<file path="config.mk">
export PLATFORM = sky130hd
export DESIGN_NAME = motor_command_link_watchdog
export DESIGN_NICKNAME = d
export VERILOG_FILES = /design/src/hdl/mclw_pkg.sv /design/src/hdl/mclw_core.sv /design/src/hdl/motor_command_link_watchdog.sv
export SDC_FILE = /design/constraint.sdc
export NUM_CORES = 1
export LEC_CHECK = 0
export BUFFER_PORTS_ARGS = -buffer_cell sky130_fd_sc_hd__buf_2
export CAP_MARGIN = 0
export CORE_MARGIN = 4
export CORE_UTILIZATION = 45
export CTS_BUF_LIST = sky130_fd_sc_hd__clkbuf_16
export CTS_CLUSTER_DIAMETER = 30
export DETAILED_ROUTE_END_ITERATION = 10
export PLACE_DENSITY = 0.68
export SYNTH_ARGS = -nofsm -noshare
export SYNTH_HDL_FRONTEND = slang
export SYNTH_SLANG_ARGS = --single-unit
</file>
<file path="constraint.sdc">
create_clock -name clk -period 4.34 [get_ports clk]
set_input_delay 0.217 -clock clk [delete_from_list [all_inputs] [get_ports clk]]
set_output_delay 0.217 -clock clk [all_outputs]
set_load 0.02 [all_outputs]
</file>
<file path="src/hdl/mclw_pkg.sv">
// shared types, constants and helpers for the motor command link watchdog
// no dependencies; used by mclw_core and motor_command_link_watchdog
`default_nettype none

package mclw_pkg;

	localparam int unsigned LIMIT_W = 16;
	localparam int unsigned COUNT_W = 32;
	localparam int unsigned BYTE_W  = 8;
	localparam int unsigned NIB_W   = 4;
	localparam int unsigned POS_W   = 2;
	localparam int unsigned PADDR_W = 3;
	localparam int unsigned PDATA_W = 32;

	// item opcodes
	typedef enum logic [1:0] {
		OP_BYTE  = 2'd0,
		OP_TICK  = 2'd1,
		OP_LEFT  = 2'd2,
		OP_RIGHT = 2'd3
	} op_t;

	// result event codes
	typedef enum logic [1:0] {
		EV_NONE      = 2'd0,
		EV_APPLIED   = 2'd1,
		EV_REJECTED  = 2'd2,
		EV_WDOG_STOP = 2'd3
	} event_t;

	// drive status codes
	typedef enum logic [1:0] {
		CODE_STOPPED  = 2'd0,
		CODE_FORWARD  = 2'd1,
		CODE_BACKWARD = 2'd2
	} drive_code_t;

	localparam logic [BYTE_W-1:0]  DIR_FORWARD  = 8'h06;
	localparam logic [BYTE_W-1:0]  DIR_BACKWARD = 8'h09;
	localparam logic [BYTE_W-1:0]  DIR_STOP     = 8'h00;
	localparam logic [BYTE_W-1:0]  NIBBLE_MASK  = 8'h0F;
	localparam logic [LIMIT_W-1:0] LIMIT_RESET  = 16'd7200;

	// packet byte slots; the third byte completes a packet
	localparam logic [POS_W-1:0] POS_LAST = 2'd2;

	// register word index (paddr bit 2)
	localparam logic REG_LIMIT = 1'b0;

	typedef struct packed {
		logic [NIB_W-1:0]   drive_nibble;
		logic [BYTE_W-1:0]  left_duty;
		logic [BYTE_W-1:0]  right_duty;
		drive_code_t        drive_code;
		logic [COUNT_W-1:0] left_pulses;
		logic [COUNT_W-1:0] right_pulses;
		event_t             event_res;
	} result_t;

	function automatic drive_code_t code_of(input logic [NIB_W-1:0] nib);
		drive_code_t c;
		if (nib == DIR_FORWARD[NIB_W-1:0]) begin
			c = CODE_FORWARD;
		end else if (nib == DIR_BACKWARD[NIB_W-1:0]) begin
			c = CODE_BACKWARD;
		end else begin
			c = CODE_STOPPED;
		end
		return c;
	endfunction

endpackage

`default_nettype wire

</file>
<file path="src/hdl/mclw_core.sv">
// packet assembly, drive state, watchdog and encoder counters
// depends on mclw_pkg
`default_nettype none

module mclw_core (
	input  wire logic                          clk,
	input  wire logic                          arst_n,
	input  wire logic                          step,
	input  wire mclw_pkg::op_t                 opcode,
	input  wire logic [mclw_pkg::BYTE_W-1:0]   data_byte,
	input  wire logic [mclw_pkg::LIMIT_W-1:0]  limit,
	output mclw_pkg::result_t                  res
);

	logic [mclw_pkg::POS_W-1:0]   pos_q, pos_nxt;
	logic [mclw_pkg::BYTE_W-1:0]  held0_q, held1_q;
	logic                         held0_we, held1_we;
	logic [mclw_pkg::LIMIT_W-1:0] wd_q, wd_nxt, wd_inc;
	logic [mclw_pkg::NIB_W-1:0]   drive_q, drive_nxt;
	logic [mclw_pkg::BYTE_W-1:0]  left_q, left_nxt, right_q, right_nxt;
	logic [mclw_pkg::COUNT_W-1:0] lcnt_q, lcnt_nxt, rcnt_q, rcnt_nxt;
	mclw_pkg::event_t             ev;
	logic                         dir_ok;

	assign wd_inc = wd_q + 1'b1;
	assign dir_ok = (held0_q == mclw_pkg::DIR_FORWARD) || (held0_q == mclw_pkg::DIR_BACKWARD)
		|| (held0_q == mclw_pkg::DIR_STOP);

	always_comb begin
		pos_nxt   = pos_q;
		held0_we  = 1'b0;
		held1_we  = 1'b0;
		wd_nxt    = wd_q;
		drive_nxt = drive_q;
		left_nxt  = left_q;
		right_nxt = right_q;
		lcnt_nxt  = lcnt_q;
		rcnt_nxt  = rcnt_q;
		ev        = mclw_pkg::EV_NONE;
		case (opcode)
			mclw_pkg::OP_BYTE: begin
				if (pos_q < mclw_pkg::POS_LAST) begin
					held0_we = ~pos_q[0];
					held1_we = pos_q[0];
					pos_nxt  = pos_q + 1'b1;
				end else begin
					pos_nxt = '0;
					if (dir_ok) begin
						drive_nxt = held0_q[mclw_pkg::NIB_W-1:0];
						left_nxt  = held1_q;
						right_nxt = data_byte;
						wd_nxt    = '0;
						ev        = mclw_pkg::EV_APPLIED;
					end else begin
						ev = mclw_pkg::EV_REJECTED;
					end
				end
			end
			mclw_pkg::OP_TICK: begin
				if (wd_inc >= limit) begin
					wd_nxt    = '0;
					drive_nxt = '0;
					left_nxt  = '0;
					right_nxt = '0;
					lcnt_nxt  = '0;
					rcnt_nxt  = '0;
					ev        = mclw_pkg::EV_WDOG_STOP;
				end else begin
					wd_nxt = wd_inc;
				end
			end
			mclw_pkg::OP_LEFT:  lcnt_nxt = lcnt_q + 1'b1;
			default:            rcnt_nxt = rcnt_q + 1'b1;
		endcase
	end

	// result shows the state after this item
	always_comb begin
		res.drive_nibble = drive_nxt;
		res.left_duty    = left_nxt;
		res.right_duty   = right_nxt;
		res.drive_code   = mclw_pkg::code_of(drive_nxt);
		res.left_pulses  = lcnt_nxt;
		res.right_pulses = rcnt_nxt;
		res.event_res    = ev;
	end

	always_ff @(posedge clk or negedge arst_n) begin
		if (!arst_n) begin
			pos_q   <= '0;
			wd_q    <= '0;
			drive_q <= '0;
			left_q  <= '0;
			right_q <= '0;
			lcnt_q  <= '0;
			rcnt_q  <= '0;
		end else if (step) begin
			pos_q   <= pos_nxt;
			wd_q    <= wd_nxt;
			drive_q <= drive_nxt;
			left_q  <= left_nxt;
			right_q <= right_nxt;
			lcnt_q  <= lcnt_nxt;
			rcnt_q  <= rcnt_nxt;
		end
	end

	// held packet bytes, no reset
	always_ff @(posedge clk) begin
		if (step && held0_we) begin
			held0_q <= data_byte;
		end
		if (step && held1_we) begin
			held1_q <= data_byte;
		end
	end

endmodule

`default_nettype wire

</file>
<file path="src/hdl/motor_command_link_watchdog.sv">
// motor command link watchdog: input word register, update core, result register
// an accepted word is registered in stage 1, then its result is registered in the result register (stage 2)
// throughput: one word per cycle while res_stall is low; the core updates all state in a single pass
// the result register frees as it drains, so both stages move together under flow
// reset (arst_n low): motors stopped, counts and packet position zero, limit 7200
// depends on mclw_pkg and mclw_core
`default_nettype none

module motor_command_link_watchdog (
	input  wire logic                               clk,
	input  wire logic                               arst_n,
	// command words
	input  wire logic                               cmd_valid,
	output logic                                    cmd_stall,
	input  wire logic [1:0]                         opcode,
	input  wire logic [mclw_pkg::BYTE_W-1:0]        data_byte,
	// result words
	output logic                                    res_valid,
	input  wire logic                               res_stall,
	output logic [mclw_pkg::NIB_W-1:0]              drive_nibble,
	output logic [mclw_pkg::BYTE_W-1:0]             left_duty,
	output logic [mclw_pkg::BYTE_W-1:0]             right_duty,
	output logic [1:0]                              drive_code,
	output logic [mclw_pkg::COUNT_W-1:0]            left_pulses,
	output logic [mclw_pkg::COUNT_W-1:0]            right_pulses,
	output logic [1:0]                              event_res,
	// register port
	input  wire logic                               psel,
	input  wire logic                               penable,
	input  wire logic                               pwrite,
	input  wire logic [mclw_pkg::PADDR_W-1:0]       paddr,
	input  wire logic [mclw_pkg::PDATA_W-1:0]       pwdata,
	output logic [mclw_pkg::PDATA_W-1:0]            prdata,
	output logic                                    pready
);

	// watchdog limit register
	logic [mclw_pkg::LIMIT_W-1:0] limit_q;
	logic                         reg_sel;

	assign pready  = 1'b1;
	assign reg_sel = (paddr[2] == mclw_pkg::REG_LIMIT);
	assign prdata  = reg_sel ? {{(mclw_pkg::PDATA_W-mclw_pkg::LIMIT_W){1'b0}}, limit_q} : '0;

	always_ff @(posedge clk or negedge arst_n) begin
		if (!arst_n) begin
			limit_q <= mclw_pkg::LIMIT_RESET;
		end else if (psel && penable && pwrite && pready && reg_sel) begin
			limit_q <= pwdata[mclw_pkg::LIMIT_W-1:0];
		end
	end

	// stage 1: accepted command word
	logic                        valid_s1;
	mclw_pkg::op_t               op_s1;
	logic [mclw_pkg::BYTE_W-1:0] byte_s1;
	logic                        accept;
	logic                        advance;

	// stage 2: result word
	logic                        valid_s2;
	mclw_pkg::result_t           res_s2;
	mclw_pkg::result_t           core_res;

	// stage 1 moves on whenever the result register is empty or draining
	assign advance   = valid_s1 && (!valid_s2 || !res_stall);
	assign cmd_stall = valid_s1 && !advance;
	assign accept    = cmd_valid && !cmd_stall;

	always_ff @(posedge clk or negedge arst_n) begin
		if (!arst_n) begin
			valid_s1 <= 1'b0;
		end else if (accept) begin
			valid_s1 <= 1'b1;
		end else if (advance) begin
			valid_s1 <= 1'b0;
		end
	end

	// payload holds while stalled
	always_ff @(posedge clk) begin
		if (accept) begin
			op_s1   <= mclw_pkg::op_t'(opcode);
			byte_s1 <= data_byte;
		end
	end

	// state is committed exactly when the word leaves stage 1
	mclw_core u_core (
		.clk       (clk),
		.arst_n    (arst_n),
		.step      (advance),
		.opcode    (op_s1),
		.data_byte (byte_s1),
		.limit     (limit_q),
		.res       (core_res)
	);

	always_ff @(posedge clk or negedge arst_n) begin
		if (!arst_n) begin
			valid_s2 <= 1'b0;
		end else if (advance) begin
			valid_s2 <= 1'b1;
		end else if (!res_stall) begin
			valid_s2 <= 1'b0;
		end
	end

	always_ff @(posedge clk) begin
		if (advance) begin
			res_s2 <= core_res;
		end
	end

	assign res_valid    = valid_s2;
	assign drive_nibble = res_s2.drive_nibble;
	assign left_duty    = res_s2.left_duty;
	assign right_duty   = res_s2.right_duty;
	assign drive_code   = res_s2.drive_code;
	assign left_pulses  = res_s2.left_pulses;
	assign right_pulses = res_s2.right_pulses;
	assign event_res    = res_s2.event_res;

`ifndef SYNTHESIS
	// a watchdog stop leaves motors idle and both counts cleared
	a_wdog_stop_clears: assert property (@(posedge clk) disable iff (!arst_n)
		res_valid && (event_res == mclw_pkg::EV_WDOG_STOP) |->
		(drive_nibble == '0) && (left_duty == '0) && (right_duty == '0)
		&& (left_pulses == '0) && (right_pulses == '0))
		else $error("watchdog stop left drive or counts set");

	// an applied command always drives one of the legal directions
	a_applied_dir: assert property (@(posedge clk) disable iff (!arst_n)
		res_valid && (event_res == mclw_pkg::EV_APPLIED) |->
		(drive_nibble == mclw_pkg::DIR_FORWARD[mclw_pkg::NIB_W-1:0])
		|| (drive_nibble == mclw_pkg::DIR_BACKWARD[mclw_pkg::NIB_W-1:0])
		|| (drive_nibble == mclw_pkg::DIR_STOP[mclw_pkg::NIB_W-1:0]))
		else $error("applied command with illegal direction");

	// a word that leaves stage 1 under a stalled full result register would be lost
	a_no_overwrite: assert property (@(posedge clk) disable iff (!arst_n)
		valid_s2 && res_stall |-> !advance)
		else $error("result register overwritten while stalled");

	// a stalled input means stage 1 is occupied and the result register is full and stalled
	a_stall_full: assert property (@(posedge clk) disable iff (!arst_n)
		cmd_stall |-> valid_s1 && valid_s2 && res_stall)
		else $error("input stalled without a blocked result");
`endif

endmodule

`default_nettype wire
</file>
==> flow_summary.json <==
{
  "status": "finished, final reports clean",
  "highest_layer": "met4",
  "stdcell_area_sq_um": 14300,
  "cp-start-kind": "register",
  "finalCritPeriodShare_pct": 91.0,
  "hold_violations": 0,
  "drv_slew": 0,
  "grt_pass1_wl_microns": 44500,
  "clkLatencyLatePin_ns": 0.54,
  "power_density_nw_per_um2": 523,
  "die-area_sq_um": 27900,
  "synth.area.mux_share_pct": 2.69,
  "track_usage_pct": 19.1,
  "cts_setup_buffers": 0,
  "drtAntennaViolNets": 0,
  "finalSetupTns_ns": 0,
  "endpoint_kind": "register",
  "rrSetupSlack_ns": 0.39,
  "hp-class": "in2async",
  "cts.path.max_buffers": 3,
  "synth_fa_ha_area_share_pct": 2.53,
  "drive_above_1_share_pct": 21.6,
  "dp.cells": 1498,
  "synth.avg_cell_area_sq_um": 10.6,
  "tightest_slew_ns": 1.08,
  "rsz0062_at_grt": "false",
  "place_area_sq_um": 12400,
  "place.gp.congestion": 0.846,
  "pwr-share-seq_pct": 38.1,
  "relSlewSlack_pct": 27.4,
  "ys_async_sr_fraction_pct": 51.3,
  "core_area_sq_um": 24600,
  "syn_area_sq_um": 11400,
  "placementRows": 57,
  "cp_max_fo": 12,
  "fin_cells": 1620,
  "place_hpwl_microns": 16900,
  "cp.required_ns": 4.58,
  "fmax_ghz": 0.253,
  "seq_area_frac_synth_pct": 56.5,
  "routedWlPerCell_microns": 16.6,
  "numCtsBuffers": 49,
  "route.met3.wl_microns": 1290,
  "drt-total-wl_microns": 26800,
  "antenna_found_initial": 0,
  "drt-pass1-iter-count": 5,
  "ir_worst_vdd_uv": 326,
  "syn-instance-count": 1072,
  "setup_viol": 0,
  "viasPerCell": 5.44,
  "drt-met1-wl_microns": 12000,
  "p_leak_nw": 6.22,
  "clockRootBuffer": "clkbuf_16",
  "die_x_microns": 167,
  "cp_slowest_stage_delay_ns": 0.43,
  "io_pins": 175,
  "switching_share_pct": 27.8,
  "tritoncts": "yes",
  "crit_chain": "nand4_1 -> nor3_1 -> nor2b_1 -> nand3_1 -> xnor2_1 -> ha_1 -> nand4_2 -> nor4_1 -> a32o_1 -> nor3_2 -> buf_4 -> nor2_1 -> a31oi_1",
  "intPower_mw": 5.40,
  "synth_top_family_by_area": "simple AND/OR/NAND/NOR gates",
  "drc": 0,
  "clkSinkCount": 234,
  "finalClockSkew_ns": 0.0150,
  "n_antenna_cell": 0,
  "area_growth_pct": 25.5,
  "synth-edff-count": 114,
  "clk_pin_slew_ns": 0.05,
  "synth_warnings": 0,
  "p_sw_mw": 2.08,
  "grt_max_degree": 68,
  "grt_pass1_vias": 8788,
  "synth-seq-cells": 234,
  "synth-xor-area-share_pct": 1.54,
  "cp_num_buf_inv": 1,
  "cp_top_family": "simple AND/OR/NAND/NOR gates",
  "io_buffers": 139,
  "min_period_ns": 3.95,
  "cp_slowest_cell": "dfrtp_1",
  "first_iter_violations": 630,
  "synth_compound_area_share_pct": 14.6,
  "p_clk_share_pct": 48.4,
  "cts_max_level": 2,
  "drv_cap": 0,
  "vias": 8819,
  "synthFlopType": "dfrtp_1",
  "path_class": "reg2reg",
  "hold_slack_ns": 0.277,
  "ys_types": 61,
  "initial_core_util_pct": 46.3,
  "p_comb_share_pct": 13.5,
  "fin_nets": 1330,
  "crit_arrival_ns": 4.19,
  "fp.dieH_microns": 167,
  "yosys.area_share.simple_pct": 18.0,
  "gr-total-overflow": 0,
  "wl_met2_microns": 13000
}
-- cell usage in the layout, fill, tap and decap left out, types with 8 or more instances in the layout --
master           n
edfxtp_1       114
buf_2          138
xnor2_1         13
a31oi_1          9
a22o_1          68
dfrtp_1        116
nor3_1          32
nand3_1         70
dlygate4sd3_1   30
o21ai_0         73
nor2_1          69
conb_1          17
nand2_1        124
a21oi_1         59
nand2b_1         8
mux2_2          21
inv_1           37
buf_4           17
nand4_1         23
clkinvlp_4       8
and3_1          17
ha_1            23
a21o_1          16
clkbuf_16       50
or3_1           18
-- final timing paths --
kind	startpoint	endpoint	depth (start not counted)
max in group asynchronous	arst_n	limit_q[12]$_DFFE_PN1P_	3
hold reg to reg	u_core.held1_q[0]$_DFFE_PP_	u_core.left_q[0]$_DFFE_PN0P_	1
min in group clk	data_byte[2]	byte_s1[2]$_DFFE_PP_	2
setup reg to reg	u_core.wd_q[7]$_DFFE_PN0P_	left_pulses[23]$_DFFE_PP_	13
setup / recovery	u_core.wd_q[7]$_DFFE_PN0P_	left_pulses[23]$_DFFE_PP_	13
hold / removal	arst_n	u_core.right_q[3]$_DFFE_PN0P_	2
-- power groups by stage --
stage,clock [mW],combinational [mW],sequential [mW]
finish,3.62,1.01,2.85
CTS,3.69,1.02,2.85
global route,3.80,1.12,2.89
floorplan,0,0.605,2.95
global placement,0,0.972,2.87
detailed placement,0,0.997,2.88
-- metal layers --
layer  vias up  global-route usage (%)
met5         -                       0
met4         0                    5.80
met3        46                    3.25
met2       238                    32.1
met1      4235                    25.5
li1       4300                       -
-- stage by stage --
stage | power [mW] | setup WS (ns) | utilization [%]
2_1_floorplan | 3.56 | 0.116 | -
3_3_place_gp | 3.84 | 0.435 | 50.2
3_5_place_dp | 3.88 | 0.361 | 50.2
4_1_cts | 7.56 | 0.365 | 58.1
5_1_grt | 7.82 | 0.0922 | 58.1
6_report | 7.48 | 0.390 | 58.1
-- layout make-up --
| type | instances | area [sq um] |
|---|---|---|
| fillers | 2091 | 10300 |
| clock inverters | 42 | 395 |
| repair buffers | 186 | 1140 |
| flip-flops and latches | 234 | 6430 |
| inverters | 32 | 123 |
| clock buffers | 50 | 1250 |
| well taps | 324 | 405 |
| multi-input cells | 752 | 4550 |
-- cell usage after synthesis, drive strengths merged (7+ instances only) --
cell type	instances	area share, %
nand3	70	3.1
a31oi	9	0.49
mux2i	7	0.62
or4	8	0.56
inv	31	1.0
xor2	7	0.54
xnor2	13	1.0
a21o	16	1.1
and3	17	0.93
o21ai	74	3.3
nor2	70	2.3
dfrtp	116	25
clkbuf	43	1.4
nand2	126	4.2
nor2b	7	0.38
a21oi	59	2.6
or3	19	1.1
nand2b	8	0.44
nand4	24	1.4
buf	26	1.6
nor3	34	1.6
edfxtp	114	30
nor4	9	0.68
a22o	68	5.2
ha	23	2.5
mux2	21	2.1
-- flip-flops by register name (all words and copies together) (netlist names), 2 cells and up --
name,cells
left_pulses,32
u_core.lcnt_q,32
byte_s1,8
right_pulses,32
u_core.wd_q,16
op_s1,2
right_duty,8
u_core.rcnt_q,32
drive_code,2
u_core.held1_q,8
left_duty,8
u_core.drive_q,4
drive_nibble,4
u_core.held0_q,8
limit_q,16
event_res,2
u_core.right_q,8
u_core.pos_q,2
u_core.left_q,8
-- cell families (layout without fill, tap and decap cells) --
group / Yosys count / after routing
buffers and inverters: 101 / 310
muxes: 28 / 28
and+or+nand+nor: 413 / 413
DFF: 234 / 234
other: 2 / 17
adders and majority gates: 23 / 23
xor gates and xnor gates: 20 / 20
AOI/OAI and AO/OA: 251 / 251
-- worst register-to-register path: cells and delay by family (launching register included) --
kind,cells,cell delay (ns)
xor gates and xnor gates,1,0.17
AOI/OAI and AO/OA,2,0.61
DFF,1,0.43
adders and majority gates,1,0.33
buffers and inverters,1,0.22
and+or+nand+nor,8,1.90
-- repair_timing --
action / in CTS / in global routing
hold buffers: 30 / 0
gates resized for setup: 0 / 0
hold endpoints to repair: 81 / 0
Note: power is estimated with default switching activity, not from simulation.
